[config.mk]
export PLATFORM = sky130hd
export DESIGN_NAME = xmodem_crc_receiver_flat
export DESIGN_NICKNAME = d
export VERILOG_FILES = /design/src/rtl/xmcr_pkg.sv /design/src/rtl/xmcr_if.sv /design/src/rtl/xmcr_regs.sv /design/src/rtl/xmcr_proto.sv /design/src/rtl/xmcr_outq.sv /design/src/rtl/xmodem_crc_receiver.sv /design/src/flat_wrapper.sv
export SDC_FILE = /design/constraint.sdc
export NUM_CORES = 1
export LEC_CHECK = 0
export BUFFER_PORTS_ARGS = -buffer_cell sky130_fd_sc_hd__buf_2
export CAP_MARGIN = 20
export CORE_UTILIZATION = 31
export CTS_CLUSTER_DIAMETER = 150
export DETAILED_ROUTE_END_ITERATION = 12
export GPL_ROUTABILITY_DRIVEN = 1
export SLEW_MARGIN = 20
export SYNTH_ARGS = -nofsm -noshare
export SYNTH_HDL_FRONTEND = slang
export SYNTH_SLANG_ARGS = --single-unit
[constraint.sdc]
create_clock -name clk -period 6.3 [get_ports clk]
set_clock_uncertainty 0.05 [all_clocks]
set_input_delay 0.945 -clock clk [delete_from_list [all_inputs] [get_ports clk]]
set_output_delay 0.945 -clock clk [all_outputs]
set_load 0.02 [all_outputs]
[src/rtl/xmcr_pkg.sv]
package xmcr_pkg;

  localparam int COUNT_WIDTH_DEF = 24;
  localparam int LEN_W           = 24;
  localparam int TRIES_W         = 8;
  localparam int IDX_W           = 11;
  localparam int CFG_ADDR_W      = 3;
  localparam int CFG_DATA_W      = 32;

  localparam logic [CFG_ADDR_W-1:0] ADDR_MAX_LENGTH  = 3'h0;
  localparam logic [CFG_ADDR_W-1:0] ADDR_START_TRIES = 3'h4;

  localparam logic [LEN_W-1:0]   MAX_LENGTH_RST  = 24'hFFFFFF;
  localparam logic [TRIES_W-1:0] START_TRIES_RST = 8'd10;

  localparam logic [7:0] CH_SOH = 8'h01;
  localparam logic [7:0] CH_STX = 8'h02;
  localparam logic [7:0] CH_EOT = 8'h04;
  localparam logic [7:0] CH_ACK = 8'h06;
  localparam logic [7:0] CH_NAK = 8'h15;
  localparam logic [7:0] CH_CAN = 8'h18;
  localparam logic [7:0] CH_SUB = 8'h1A;
  localparam logic [7:0] CH_C   = 8'h43;

  localparam logic [15:0]      CRC_POLY  = 16'h1021;
  localparam logic [IDX_W-1:0] SHORT_LEN = 11'd128;
  localparam logic [IDX_W-1:0] LONG_LEN  = 11'd1024;

  typedef enum logic [1:0] {
    FUNC_START     = 2'd0,
    FUNC_BYTE      = 2'd1,
    FUNC_TIMEOUT   = 2'd2,
    FUNC_DRAIN_END = 2'd3
  } func_t;

  typedef enum logic [1:0] {
    VERD_NONE   = 2'd0,
    VERD_ACCEPT = 2'd1,
    VERD_DUP    = 2'd2,
    VERD_REJECT = 2'd3
  } verdict_t;

  typedef enum logic [1:0] {
    STAT_RUN  = 2'd0,
    STAT_DONE = 2'd1,
    STAT_FAIL = 2'd2
  } status_t;

  typedef enum logic [10:0] {
    PH_IDLE   = 11'b000_0000_0001,
    PH_START  = 11'b000_0000_0010,
    PH_HEADER = 11'b000_0000_0100,
    PH_NUM    = 11'b000_0000_1000,
    PH_INV    = 11'b000_0001_0000,
    PH_DATA   = 11'b000_0010_0000,
    PH_CRCH   = 11'b000_0100_0000,
    PH_CRCL   = 11'b000_1000_0000,
    PH_DRAIN  = 11'b001_0000_0000,
    PH_DONE   = 11'b010_0000_0000,
    PH_FAILED = 11'b100_0000_0000
  } phase_t;

  typedef struct packed {
    logic [LEN_W-1:0]   max_length;
    logic [TRIES_W-1:0] start_tries;
  } cfg_t;

  typedef struct packed {
    logic             tx_valid;
    logic [7:0]       tx_byte;
    logic             data_valid;
    logic [7:0]       data_byte;
    verdict_t         verdict;
    status_t          status;
    logic [LEN_W-1:0] final_length;
  } res_t;

  typedef struct packed {
    res_t res;
    logic twin;
  } qent_t;

  function automatic logic [15:0] crc_step(input logic [15:0] crc_in, input logic [7:0] b);
    logic [15:0] c;
    c = crc_in ^ {b, 8'h00};
    for (int i = 0; i < 8; i++) begin
      c = c[15] ? ((c << 1) ^ CRC_POLY) : (c << 1);
    end
    return c;
  endfunction

  function automatic res_t res_tx(input logic [7:0] b, input verdict_t v, input status_t s);
    res_t r;
    r          = '0;
    r.tx_valid = 1'b1;
    r.tx_byte  = b;
    r.verdict  = v;
    r.status   = s;
    return r;
  endfunction

  function automatic res_t res_fail();
    res_t r;
    r        = '0;
    r.status = STAT_FAIL;
    return r;
  endfunction

  function automatic res_t res_data(input logic [7:0] b);
    res_t r;
    r            = '0;
    r.data_valid = 1'b1;
    r.data_byte  = b;
    return r;
  endfunction

  function automatic res_t res_reject();
    res_t r;
    r         = '0;
    r.verdict = VERD_REJECT;
    return r;
  endfunction

  function automatic res_t res_done(input logic [LEN_W-1:0] flen);
    res_t r;
    r              = res_tx(CH_ACK, VERD_NONE, STAT_DONE);
    r.final_length = flen;
    return r;
  endfunction

endpackage

[src/rtl/xmcr_if.sv]
interface xmcr_in_if;
  logic       valid;
  logic       ready;
  logic [1:0] func;
  logic [7:0] rx_byte;

  modport source (output valid, output func, output rx_byte, input ready);
  modport sink (input valid, input func, input rx_byte, output ready);
endinterface

interface xmcr_out_if;
  logic        valid;
  logic        ready;
  logic        tx_valid;
  logic [7:0]  tx_byte;
  logic        data_valid;
  logic [7:0]  data_byte;
  logic [1:0]  verdict;
  logic [1:0]  status;
  logic [23:0] final_length;
  logic        last;

  modport source (
    output valid, output tx_valid, output tx_byte, output data_valid, output data_byte,
    output verdict, output status, output final_length, output last, input ready
  );
  modport sink (
    input valid, input tx_valid, input tx_byte, input data_valid, input data_byte,
    input verdict, input status, input final_length, input last, output ready
  );
endinterface

[src/rtl/xmcr_regs.sv]
module xmcr_regs (
  input  logic                               clk,
  input  logic                               rst_n,
  input  logic                               psel,
  input  logic                               penable,
  input  logic                               pwrite,
  input  logic [xmcr_pkg::CFG_ADDR_W-1:0]    paddr,
  input  logic [xmcr_pkg::CFG_DATA_W-1:0]    pwdata,
  output logic [xmcr_pkg::CFG_DATA_W-1:0]    prdata,
  output logic                               pready,
  output xmcr_pkg::cfg_t                     cfg
);
  import xmcr_pkg::*;

  cfg_t cfg_r;
  logic wr_en;

  assign pready = 1'b1;
  assign wr_en  = psel && penable && pwrite;
  assign cfg    = cfg_r;

  always_ff @(posedge clk) begin
    if (!rst_n) begin
      cfg_r.max_length  <= MAX_LENGTH_RST;
      cfg_r.start_tries <= START_TRIES_RST;
    end else if (wr_en) begin
      unique case (paddr)
        ADDR_MAX_LENGTH:  cfg_r.max_length  <= pwdata[LEN_W-1:0];
        ADDR_START_TRIES: cfg_r.start_tries <= pwdata[TRIES_W-1:0];
        default: ;
      endcase
    end
  end

  always_comb begin
    unique case (paddr)
      ADDR_MAX_LENGTH:  prdata = CFG_DATA_W'(cfg_r.max_length);
      ADDR_START_TRIES: prdata = CFG_DATA_W'(cfg_r.start_tries);
      default:          prdata = '0;
    endcase
  end

endmodule

[src/rtl/xmcr_proto.sv]
module xmcr_proto #(
  parameter int COUNT_WIDTH = xmcr_pkg::COUNT_WIDTH_DEF
) (
  input  logic                 clk,
  input  logic                 rst_n,
  input  logic                 advance,
  input  logic [1:0]           func,
  input  logic [7:0]           rx_byte,
  input  xmcr_pkg::cfg_t       cfg,
  output logic                 push,
  output xmcr_pkg::qent_t      ent
);
  import xmcr_pkg::*;

  localparam int CMP_W = (COUNT_WIDTH + 1 > LEN_W) ? COUNT_WIDTH + 1 : LEN_W;

  phase_t                 phase_r, phase_nxt;
  logic [7:0]             expected_r, expected_nxt;
  logic [7:0]             blk_num_r, blk_num_nxt;
  logic [7:0]             blk_cpl_r, blk_cpl_nxt;
  logic                   long_r, long_nxt;
  logic [IDX_W-1:0]       idx_r, idx_nxt;
  logic [15:0]            crc_r, crc_nxt;
  logic [7:0]             crc_hi_r, crc_hi_nxt;
  logic [TRIES_W-1:0]     tries_r, tries_nxt;
  logic [COUNT_WIDTH-1:0] committed_r, committed_nxt;
  logic [COUNT_WIDTH-1:0] pad_r, pad_nxt;
  logic [IDX_W-1:0]       pad_run_r, pad_run_nxt;

  func_t                  func_e;
  logic [IDX_W-1:0]       len;
  logic                   num_ok;
  logic                   crc_ok;
  logic [CMP_W-1:0]       sum;
  logic                   over;
  logic [COUNT_WIDTH-1:0] flen_cw;
  logic [CMP_W-1:0]       flen_ext;
  logic [LEN_W-1:0]       flen;
  logic                   is_hdr;

  always_comb begin
    func_e   = func_t'(func);
    len      = long_r ? LONG_LEN : SHORT_LEN;
    num_ok   = (~blk_num_r) == blk_cpl_r;
    crc_ok   = crc_r == {crc_hi_r, rx_byte};
    sum      = CMP_W'(committed_r) + CMP_W'(len);
    over     = sum > CMP_W'(cfg.max_length);
    flen_cw  = committed_r - pad_r;
    flen_ext = CMP_W'(flen_cw);
    flen     = flen_ext[LEN_W-1:0];
    is_hdr   = (rx_byte == CH_SOH) || (rx_byte == CH_STX);

    phase_nxt     = phase_r;
    expected_nxt  = expected_r;
    blk_num_nxt   = blk_num_r;
    blk_cpl_nxt   = blk_cpl_r;
    long_nxt      = long_r;
    idx_nxt       = idx_r;
    crc_nxt       = crc_r;
    crc_hi_nxt    = crc_hi_r;
    tries_nxt     = tries_r;
    committed_nxt = committed_r;
    pad_nxt       = pad_r;
    pad_run_nxt   = pad_run_r;
    push          = 1'b0;
    ent.res       = res_fail();
    ent.twin      = 1'b0;

    if (advance) begin
      if (func_e == FUNC_START) begin
        expected_nxt  = 8'd1;
        blk_num_nxt   = '0;
        blk_cpl_nxt   = '0;
        long_nxt      = 1'b0;
        idx_nxt       = '0;
        crc_nxt       = '0;
        crc_hi_nxt    = '0;
        committed_nxt = '0;
        pad_nxt       = '0;
        pad_run_nxt   = '0;
        push          = 1'b1;
        if (cfg.start_tries == '0) begin
          tries_nxt = '0;
          phase_nxt = PH_FAILED;
          ent.res   = res_fail();
        end else begin
          tries_nxt = cfg.start_tries - 1'b1;
          phase_nxt = PH_START;
          ent.res   = res_tx(CH_C, VERD_NONE, STAT_RUN);
        end
      end else begin
        unique case (phase_r)
          PH_START, PH_HEADER: begin
            if (func_e == FUNC_BYTE && is_hdr) begin
              long_nxt    = rx_byte == CH_STX;
              idx_nxt     = '0;
              crc_nxt     = '0;
              pad_run_nxt = '0;
              phase_nxt   = PH_NUM;
            end else if (func_e == FUNC_BYTE && rx_byte == CH_EOT) begin
              phase_nxt = PH_DONE;
              push      = 1'b1;
              ent.res   = res_done(flen);
            end else if (func_e == FUNC_BYTE && rx_byte == CH_CAN) begin
              phase_nxt = PH_FAILED;
              push      = 1'b1;
              ent.res   = res_fail();
            end else if (phase_r == PH_HEADER) begin
              if (func_e == FUNC_TIMEOUT) begin
                phase_nxt = PH_FAILED;
                push      = 1'b1;
                ent.res   = res_fail();
              end else if (func_e == FUNC_BYTE) begin
                phase_nxt = PH_DRAIN;
              end
            end else if (func_e != FUNC_DRAIN_END) begin
              push = 1'b1;
              if (tries_r != '0) begin
                tries_nxt = tries_r - 1'b1;
                ent.res   = res_tx(CH_C, VERD_NONE, STAT_RUN);
              end else begin
                phase_nxt = PH_FAILED;
                ent.res   = res_fail();
              end
            end
          end
          PH_NUM, PH_INV, PH_DATA, PH_CRCH, PH_CRCL: begin
            if (func_e == FUNC_TIMEOUT) begin
              phase_nxt = PH_FAILED;
              push      = 1'b1;
              ent.res   = res_fail();
            end else if (func_e == FUNC_BYTE) begin
              if (phase_r == PH_NUM) begin
                blk_num_nxt = rx_byte;
                phase_nxt   = PH_INV;
              end else if (phase_r == PH_INV) begin
                blk_cpl_nxt = rx_byte;
                phase_nxt   = PH_DATA;
              end else if (phase_r == PH_DATA) begin
                crc_nxt     = crc_step(crc_r, rx_byte);
                pad_run_nxt = (rx_byte == CH_SUB) ? pad_run_r + 1'b1 : '0;
                idx_nxt     = idx_r + 1'b1;
                if (idx_nxt >= len) begin
                  phase_nxt = PH_CRCH;
                end
                push    = 1'b1;
                ent.res = res_data(rx_byte);
              end else if (phase_r == PH_CRCH) begin
                crc_hi_nxt = rx_byte;
                phase_nxt  = PH_CRCL;
              end else begin
                push = 1'b1;
                if (num_ok && blk_num_r == expected_r - 8'd1) begin
                  phase_nxt = PH_HEADER;
                  ent.res   = res_tx(CH_ACK, VERD_DUP, STAT_RUN);
                end else if (num_ok && crc_ok && blk_num_r == expected_r) begin
                  if (over) begin
                    phase_nxt = PH_FAILED;
                    ent.res   = res_tx(CH_CAN, VERD_REJECT, STAT_FAIL);
                    ent.twin  = 1'b1;
                  end else begin
                    committed_nxt = sum[COUNT_WIDTH-1:0];
                    if (pad_run_r == len) begin
                      pad_nxt = pad_r + COUNT_WIDTH'(len);
                    end else begin
                      pad_nxt = COUNT_WIDTH'(pad_run_r);
                    end
                    expected_nxt = expected_r + 8'd1;
                    phase_nxt    = PH_HEADER;
                    ent.res      = res_tx(CH_ACK, VERD_ACCEPT, STAT_RUN);
                  end
                end else begin
                  phase_nxt = PH_DRAIN;
                  ent.res   = res_reject();
                end
              end
            end
          end
          PH_DRAIN: begin
            if (func_e == FUNC_DRAIN_END) begin
              phase_nxt = PH_HEADER;
              push      = 1'b1;
              ent.res   = res_tx(CH_NAK, VERD_NONE, STAT_RUN);
            end
          end
          default: ;
        endcase
      end
    end
  end

  always_ff @(posedge clk) begin
    if (!rst_n) begin
      phase_r     <= PH_IDLE;
      expected_r  <= 8'd1;
      blk_num_r   <= '0;
      blk_cpl_r   <= '0;
      long_r      <= 1'b0;
      idx_r       <= '0;
      crc_r       <= '0;
      crc_hi_r    <= '0;
      tries_r     <= '0;
      committed_r <= '0;
      pad_r       <= '0;
      pad_run_r   <= '0;
    end else begin
      phase_r     <= phase_nxt;
      expected_r  <= expected_nxt;
      blk_num_r   <= blk_num_nxt;
      blk_cpl_r   <= blk_cpl_nxt;
      long_r      <= long_nxt;
      idx_r       <= idx_nxt;
      crc_r       <= crc_nxt;
      crc_hi_r    <= crc_hi_nxt;
      tries_r     <= tries_nxt;
      committed_r <= committed_nxt;
      pad_r       <= pad_nxt;
      pad_run_r   <= pad_run_nxt;
    end
  end

endmodule

[src/rtl/xmcr_outq.sv]
module xmcr_outq (
  input  logic              clk,
  input  logic              rst_n,
  input  logic              push,
  input  xmcr_pkg::qent_t   ent,
  output logic              space,
  xmcr_out_if.source        out_if
);
  import xmcr_pkg::*;

  qent_t      q_r [2];
  logic [1:0] count_r, count_nxt;
  logic       wr_ptr_r;
  logic       rd_ptr_r;
  logic       half_r;
  qent_t      head;
  res_t       res;
  logic       beat;
  logic       pop;

  assign space = count_r < 2'd2;
  assign head  = q_r[rd_ptr_r];
  assign res   = half_r ? res_tx(CH_CAN, VERD_NONE, STAT_FAIL) : head.res;
  assign beat  = out_if.valid && out_if.ready;
  assign pop   = beat && (!head.twin || half_r);

  assign out_if.valid        = count_r != '0;
  assign out_if.tx_valid     = res.tx_valid;
  assign out_if.tx_byte      = res.tx_byte;
  assign out_if.data_valid   = res.data_valid;
  assign out_if.data_byte    = res.data_byte;
  assign out_if.verdict      = res.verdict;
  assign out_if.status       = res.status;
  assign out_if.final_length = res.final_length;
  assign out_if.last         = !(head.twin && !half_r);

  always_comb begin
    count_nxt = count_r;
    if (push && !pop) begin
      count_nxt = count_r + 2'd1;
    end else if (!push && pop) begin
      count_nxt = count_r - 2'd1;
    end
  end

  always_ff @(posedge clk) begin
    if (push) begin
      q_r[wr_ptr_r] <= ent;
    end
  end

  always_ff @(posedge clk) begin
    if (!rst_n) begin
      count_r  <= '0;
      wr_ptr_r <= 1'b0;
      rd_ptr_r <= 1'b0;
      half_r   <= 1'b0;
    end else begin
      count_r <= count_nxt;
      if (push) begin
        wr_ptr_r <= !wr_ptr_r;
      end
      if (pop) begin
        rd_ptr_r <= !rd_ptr_r;
        half_r   <= 1'b0;
      end else if (beat && head.twin) begin
        half_r <= 1'b1;
      end
    end
  end

endmodule

[src/rtl/xmodem_crc_receiver.sv]
// XMODEM-CRC / XMODEM-1K receiver. Each input beat carries one event (start, received
// byte, wait timeout, drain end) and yields zero, one or two result beats: control
// bytes to send, tentative payload bytes, block verdicts and transfer status. An event
// is registered on entry, processed combinationally against the protocol state and the
// per-byte CRC-16 step, and its result lands in a two-entry output queue, so one event
// is taken every cycle while the queue has room. A length overflow produces two CAN
// beats from a single queue entry. Registers: max_length at 0x0, start_tries at 0x4;
// the user must see that they are written only while the block is idle; it is not enforced.
module xmodem_crc_receiver #(
  parameter int COUNT_WIDTH = xmcr_pkg::COUNT_WIDTH_DEF
) (
  input  logic                             clk,
  input  logic                             rst_n,
  xmcr_in_if.sink                          in_if,
  xmcr_out_if.source                       out_if,
  input  logic                             cfg_psel,
  input  logic                             cfg_penable,
  input  logic                             cfg_pwrite,
  input  logic [xmcr_pkg::CFG_ADDR_W-1:0]  cfg_paddr,
  input  logic [xmcr_pkg::CFG_DATA_W-1:0]  cfg_pwdata,
  output logic [xmcr_pkg::CFG_DATA_W-1:0]  cfg_prdata,
  output logic                             cfg_pready
);
  import xmcr_pkg::*;

  cfg_t       cfg;
  logic       item_valid_r;
  logic [1:0] func_r;
  logic [7:0] byte_r;
  logic       space;
  logic       advance;
  logic       push;
  qent_t      ent;

  assign advance     = item_valid_r && space;
  assign in_if.ready = !item_valid_r || advance;

  always_ff @(posedge clk) begin
    if (!rst_n) begin
      item_valid_r <= 1'b0;
    end else if (in_if.ready) begin
      item_valid_r <= in_if.valid;
    end
  end

  always_ff @(posedge clk) begin
    if (in_if.valid && in_if.ready) begin
      func_r <= in_if.func;
      byte_r <= in_if.rx_byte;
    end
  end

  xmcr_regs u_regs (
    .clk     (clk),
    .rst_n   (rst_n),
    .psel    (cfg_psel),
    .penable (cfg_penable),
    .pwrite  (cfg_pwrite),
    .paddr   (cfg_paddr),
    .pwdata  (cfg_pwdata),
    .prdata  (cfg_prdata),
    .pready  (cfg_pready),
    .cfg     (cfg)
  );

  xmcr_proto #(
    .COUNT_WIDTH (COUNT_WIDTH)
  ) u_proto (
    .clk     (clk),
    .rst_n   (rst_n),
    .advance (advance),
    .func    (func_r),
    .rx_byte (byte_r),
    .cfg     (cfg),
    .push    (push),
    .ent     (ent)
  );

  xmcr_outq u_outq (
    .clk    (clk),
    .rst_n  (rst_n),
    .push   (push),
    .ent    (ent),
    .space  (space),
    .out_if (out_if)
  );

endmodule

[src/flat_wrapper.sv]
// flat-port wrapper written by rule: the top's interface ports become plain ports
module xmodem_crc_receiver_flat import xmcr_pkg::*;
#(
  parameter int COUNT_WIDTH = xmcr_pkg::COUNT_WIDTH_DEF
)
  (clk, rst_n, cfg_psel, cfg_penable, cfg_pwrite, cfg_paddr, cfg_pwdata, cfg_prdata, cfg_pready, in_if_valid, in_if_func, in_if_rx_byte, in_if_ready, out_if_valid, out_if_tx_valid, out_if_tx_byte, out_if_data_valid, out_if_data_byte, out_if_verdict, out_if_status, out_if_final_length, out_if_last, out_if_ready);
  xmcr_in_if in_if_i ();
  xmcr_out_if out_if_i ();
  input  logic clk;
  input  logic rst_n;
  input  logic cfg_psel;
  input  logic cfg_penable;
  input  logic cfg_pwrite;
  input  logic [xmcr_pkg::CFG_ADDR_W-1:0] cfg_paddr;
  input  logic [xmcr_pkg::CFG_DATA_W-1:0] cfg_pwdata;
  output logic [xmcr_pkg::CFG_DATA_W-1:0] cfg_prdata;
  output logic cfg_pready;
  input wire logic [$bits(in_if_i.valid)-1:0] in_if_valid;
  input wire logic [$bits(in_if_i.func)-1:0] in_if_func;
  input wire logic [$bits(in_if_i.rx_byte)-1:0] in_if_rx_byte;
  output wire logic [$bits(in_if_i.ready)-1:0] in_if_ready;
  output wire logic [$bits(out_if_i.valid)-1:0] out_if_valid;
  output wire logic [$bits(out_if_i.tx_valid)-1:0] out_if_tx_valid;
  output wire logic [$bits(out_if_i.tx_byte)-1:0] out_if_tx_byte;
  output wire logic [$bits(out_if_i.data_valid)-1:0] out_if_data_valid;
  output wire logic [$bits(out_if_i.data_byte)-1:0] out_if_data_byte;
  output wire logic [$bits(out_if_i.verdict)-1:0] out_if_verdict;
  output wire logic [$bits(out_if_i.status)-1:0] out_if_status;
  output wire logic [$bits(out_if_i.final_length)-1:0] out_if_final_length;
  output wire logic [$bits(out_if_i.last)-1:0] out_if_last;
  input wire logic [$bits(out_if_i.ready)-1:0] out_if_ready;
  assign in_if_i.valid = in_if_valid;
  assign in_if_i.func = in_if_func;
  assign in_if_i.rx_byte = in_if_rx_byte;
  assign in_if_ready = in_if_i.ready;
  assign out_if_valid = out_if_i.valid;
  assign out_if_tx_valid = out_if_i.tx_valid;
  assign out_if_tx_byte = out_if_i.tx_byte;
  assign out_if_data_valid = out_if_i.data_valid;
  assign out_if_data_byte = out_if_i.data_byte;
  assign out_if_verdict = out_if_i.verdict;
  assign out_if_status = out_if_i.status;
  assign out_if_final_length = out_if_i.final_length;
  assign out_if_last = out_if_i.last;
  assign out_if_i.ready = out_if_ready;
  xmodem_crc_receiver #(.COUNT_WIDTH(COUNT_WIDTH)) u_core (.clk(clk), .rst_n(rst_n), .in_if(in_if_i), .out_if(out_if_i), .cfg_psel(cfg_psel), .cfg_penable(cfg_penable), .cfg_pwrite(cfg_pwrite), .cfg_paddr(cfg_paddr), .cfg_pwdata(cfg_pwdata), .cfg_prdata(cfg_prdata), .cfg_pready(cfg_pready));
endmodule
==> parameters.txt <==
Parameter                              Value

Clocking
  Post-cts repair resize count ... 0
  Deepest clock path buffer count ... 3
  Clock buffer count from CTS ... 31
  Clock tree from TritonCTS ... done
  Buffers inserted by post-CTS timing repair ... 0
  Clock sink count ... 270
  Root buf cell ... sky130_fd_sc_hd__clkbuf_16
  Hold bufs inserted after CTS ... 0
  Clock Pin Slew Worst Setup and Hold Paths ... approximately 70 ps
  Insertion delay to the later sink of the worst-skew pair ... ~570 ps
  CTS H-tree depth ... 1

Critical path
  Crit Path Max Fanout ... 39
  Count of cells along the worst register-to-register path ... 19
  Top cell family by delay on the critical path ... simple AND/OR/NAND/NOR gates
  Critical path's largest stage delay ... 570 ps
  Worst setup SP type ... register
  Critical path class ... register to register
  CP cell instances ... inv_1, ha_1, ha_1, a31oi_1, nor3_1, nand3_1, or2_2, nor2_1, nand3_1, xnor2_1, ha_1, nand3_1, or4_1, or3_1, o21ai_2, a41oi_4, or2_4, or4_1, nand2_1
  Crit path DAT ... between 6000 and 7000 ps
  Destination of the worst register-to-register timing path ... u_core.u_proto.expected_r[6]$_SDFFE_PN0P_
  Worst reg-to-reg setup slack ... between 500 and 600 ps
  Crit path max-delay cell type ... sky130_fd_sc_hd__or4_1
  Required time reported for the critical path endpoint ... roughly 6800 ps
  Count of buffering cells on the critical path with inverters included ... 1
  Worst flop-to-flop path startpoint ... u_core.u_proto.long_r$_SDFFE_PN0P_
  CP Capture Type ... register

Layout
  Area added between synthesis and finish ... 14.2%
  Total of fill cells in the finished design ... roughly 4800
  Final design instance area without fill ... between 15000 and 20000 sq um
  Post-layout net count ... ~1800
  Number of antenna cells inserted ... 0
  Layout cells sized above 1 ... 0.123

Placed design
  DP Wirelength ... roughly 27000 microns
  Count of input and output buffers ... 114
  Worst slack after detailed placement ... between 500 and 600 ps
  Placer Congestion ... between 0.8 and 0.9
  Placed Instance Area ... around 16000 sq um

STA
  Final critical delay including setup and external delays ... about 5800 ps
  Hold violation total from the final report ... 0
  Max-slew violation count ... 0
  Highest achievable clock rate ... between 0.15 and 0.2 GHz
  Headroom to the max-slew limit ... 0.260
  Slew at the pin closest to its max-slew limit ... 1110 ps
  Final setup margin ... around 520 ps
  Setup repair after global routing missed its margin ... false
  Post-route clock period utilization ... 0.917
  Total negative slack for setup checks ... 0 ps
  Number of setup violations in the final report ... 0

Min path
  Cell depth of the worst min-delay path ... 2
  Type of the worst min-delay path ... register to register
  Min-Delay Endpoint ... u_core.u_proto.idx_r[10]$_SDFFE_PN0P_
  Hold Startpoint ... u_core.u_proto.idx_r[10]$_SDFFE_PN0P_

Detailed routing
  Vias per cell ... 5.06
  Total Routed Length ... approximately 38000 microns
  Drt wl/cell ... around 16 microns
  TritonRoute pass-1 iters ... 5
  Number of remaining DRC errors ... 0
  Total number of vias ... between 10000 and 15000
  Number of design-rule violations left by the first detailed-router iteration ... about 900
  Number of nets with antenna violations after detailed routing ... 0

Synthesis
  Avg Cell Area, Syn ... 8.94 sq um
  Flip-flop and latch count after synthesis ... 270
  Most used flip-flop cell after synthesis ... sky130_fd_sc_hd__dfxtp_1
  Library cells used by synthesis ... 75
  Count of yosys warnings during synthesis ... 0
  Syn Std Cell Area ... approximately 15000 sq um
  Number of enable flip-flop cells after synthesis ... 100
  Gate count of the mapped netlist ... around 1700
  Fraction of synthesis flops using an asynchronous set or reset pin ... 0
  Portion of the post-synthesis area used by sequential elements ... 0.431

Global route
  Global-route wire length before repair ... 60700 microns
  Antenna violations before repair ... 0
  Gr usage total ... 0.150
  Largest net degree at the start of global routing ... 94
  Remaining global-route overflow ... 0
  Vias in the first global route ... 11500

Power and ir drop
  Areal power density over the cells ... 235 nW/um^2
  VDD IR max ... 165 uV
  Overall power consumption ... approximately 0.0040 W
  Reported leakage power ... around 6.7 nW

Job
  Reported max-cap violation count ... 0

Floorplanning
  Standard-cell rows ... 79
  Core area ... between 40000 and 50000 sq um
  Die span in y ... 221 microns
  Io pins ... about 130
  Initial core utilization ... 0.317
  Area enclosed by the die boundary ... about 50000 sq um
  X dimension of the die ... about 220 microns

Outcome
  Status ... finished clean
-- cells by family after synthesis --
group / synth area share
flops: 0.431
buf+inv: 0.0477
fa+ha+maj: 0.0471
xor+xnor: 0.0772
simple gates: 0.215
mux: 0.0600
other cells: 0.000505
compound gates: 0.121
-- sequential cells by signal, indices dropped and copies added, names as in the netlist, 2 cells and up, named ones only --
register and cells:
u_core.func_r 2, u_core.u_regs.cfg 32, u_core.u_outq.q_r 90, u_core.u_proto.committed_r 17, u_core.u_proto.tries_r 8, u_core.u_proto.crc_r 16, u_core.u_proto.phase_r 11, u_core.byte_r 8
u_core.u_proto.blk_cpl_r 8, u_core.u_proto.idx_r 11, u_core.u_proto.crc_hi_r 8, u_core.u_outq.count_r 2, u_core.u_proto.pad_run_r 11, u_core.u_proto.blk_num_r 8, u_core.u_proto.pad_r 24, u_core.u_proto.expected_r 8
-- layout make-up --
class	instances	area (sq um)	share of cell area
Clock buffer	33	783	0.0461
Clock inverter	25	274	0.0161
Inverter	70	263	0.0155
Multi-Input combinational cell	1230	7800	0.459
Sequential cell	270	6410	0.377
Tap cell	607	759	0.0447
Timing Repair Buffer	131	702	0.0413
-- through the flow --
stage               utilization  hold WS (ps)  instances
floorplan                     -           394       1672
global placement          0.339           401       2307
detailed placement        0.339           408       2307
CTS                       0.362           416       2365
global route              0.362           448       2366
finish                    0.362           418       2366
-- layout by cell type (no fill, tap or decap), types with 63 or more instances in the layout --
master                     netlist  final
sky130_fd_sc_hd__a21oi_1        97     97
sky130_fd_sc_hd__buf_2          12    114
sky130_fd_sc_hd__dfxtp_1       170    169
sky130_fd_sc_hd__edfxtp_1      100    100
sky130_fd_sc_hd__inv_1          69     68
sky130_fd_sc_hd__mux2i_1        88     88
sky130_fd_sc_hd__nand2_1       148    148
sky130_fd_sc_hd__nand3_1        65     65
sky130_fd_sc_hd__nor2_1        219    218
sky130_fd_sc_hd__xnor2_1        68     68
sky130_fd_sc_hd__xor2_1         63     63
-- where the power goes --
part	leakage [nW]	switching (W)	internal, W
clock	0.493	0.000740	0.00111
combinational	3.85	0.000202	0.000100
sequential	2.35	0.0000218	0.00182
total	6.70	0.000963	0.00303
-- layer usage --
| metal | GRT usage | part of all wire | vias to the layer above |
|---|---|---|---|
| li1 | - | - | 6007 |
| met1 | 0.212 | 0.49 | 5622 |
| met2 | 0.240 | 0.44 | 293 |
| met3 | 0.0195 | 0.046 | 52 |
| met4 | 0.0433 | 0.019 | 0 |
| met5 | 0 | 0 | - |
-- worst max path at each step --
stage	start	endpoint	slack, ps	cells after the start
6_report	u_core.u_proto.long_r$_SDFFE_PN0P_	u_core.u_proto.expected_r[6]$_SDFFE_PN0P_	520	19
5_1_grt	u_core.u_proto.long_r$_SDFFE_PN0P_	u_core.u_proto.pad_r[3]$_SDFFE_PN0P_	90	19
4_1_cts	u_core.u_proto.long_r$_SDFFE_PN0P_	u_core.u_proto.expected_r[6]$_SDFFE_PN0P_	490	19
3_5_place_dp	u_core.u_proto.long_r$_SDFFE_PN0P_	u_core.u_proto.expected_r[6]$_SDFFE_PN0P_	520	19
3_3_place_gp	u_core.u_proto.long_r$_SDFFE_PN0P_	u_core.u_proto.expected_r[6]$_SDFFE_PN0P_	580	19
2_1_floorplan	u_core.u_proto.long_r$_SDFFE_PN0P_	u_core.u_proto.pad_r[22]$_SDFFE_PN0P_	1260	20
-- tightest hold or removal path: cells and delay by family, from the launching register on --
kind | cells | cell delay [ps]
simple gates | 1 | 60
flops | 1 | 320
compound gates | 1 | 50
-- cells in the mapped netlist (3+ instances only) --
cell type | number | area (sq um)
sky130_fd_sc_hd__nor4_1 | 21 | 131
sky130_fd_sc_hd__o211ai_1 | 28 | 210
sky130_fd_sc_hd__nand2_1 | 148 | 556
sky130_fd_sc_hd__nor3b_1 | 7 | 52.6
sky130_fd_sc_hd__o21bai_1 | 4 | 30.0
sky130_fd_sc_hd__edfxtp_1 | 100 | 3000
sky130_fd_sc_hd__buf_1 | 8 | 30.0
sky130_fd_sc_hd__or3b_2 | 3 | 26.3
sky130_fd_sc_hd__or3_1 | 19 | 119
sky130_fd_sc_hd__o32ai_1 | 4 | 35.0
sky130_fd_sc_hd__a21oi_1 | 97 | 485
sky130_fd_sc_hd__nand2b_1 | 4 | 25.0
sky130_fd_sc_hd__a211oi_1 | 3 | 22.5
sky130_fd_sc_hd__nor4b_1 | 4 | 35.0
sky130_fd_sc_hd__ha_1 | 56 | 701
sky130_fd_sc_hd__nor4_2 | 4 | 50.1
sky130_fd_sc_hd__or2_2 | 4 | 25.0
sky130_fd_sc_hd__and3_1 | 13 | 81.3
sky130_fd_sc_hd__nor3_1 | 60 | 300
sky130_fd_sc_hd__a31o_2 | 6 | 52.6
sky130_fd_sc_hd__nand4b_1 | 6 | 52.6
sky130_fd_sc_hd__inv_1 | 69 | 259
sky130_fd_sc_hd__nor2_1 | 219 | 822
sky130_fd_sc_hd__xnor2_1 | 68 | 596
sky130_fd_sc_hd__and2_1 | 14 | 87.6
sky130_fd_sc_hd__xor2_1 | 63 | 552
sky130_fd_sc_hd__buf_2 | 12 | 60.1
sky130_fd_sc_hd__o21ai_0 | 52 | 260
sky130_fd_sc_hd__o41ai_1 | 4 | 35.0
sky130_fd_sc_hd__a31oi_1 | 15 | 93.8
sky130_fd_sc_hd__nand3_1 | 65 | 325
sky130_fd_sc_hd__and4_1 | 3 | 26.3
sky130_fd_sc_hd__mux2i_1 | 88 | 881
sky130_fd_sc_hd__o22ai_1 | 5 | 31.3
sky130_fd_sc_hd__clkbuf_1 | 70 | 263
sky130_fd_sc_hd__or4_1 | 13 | 97.6
sky130_fd_sc_hd__o21a_1 | 9 | 67.6
sky130_fd_sc_hd__a21o_1 | 14 | 105
sky130_fd_sc_hd__a211o_1 | 6 | 52.6
sky130_fd_sc_hd__buf_4 | 11 | 82.6
sky130_fd_sc_hd__nand4_1 | 26 | 163
sky130_fd_sc_hd__dfxtp_1 | 170 | 3400
sky130_fd_sc_hd__nor2b_1 | 23 | 144
(Power assumes the default switching activity.)
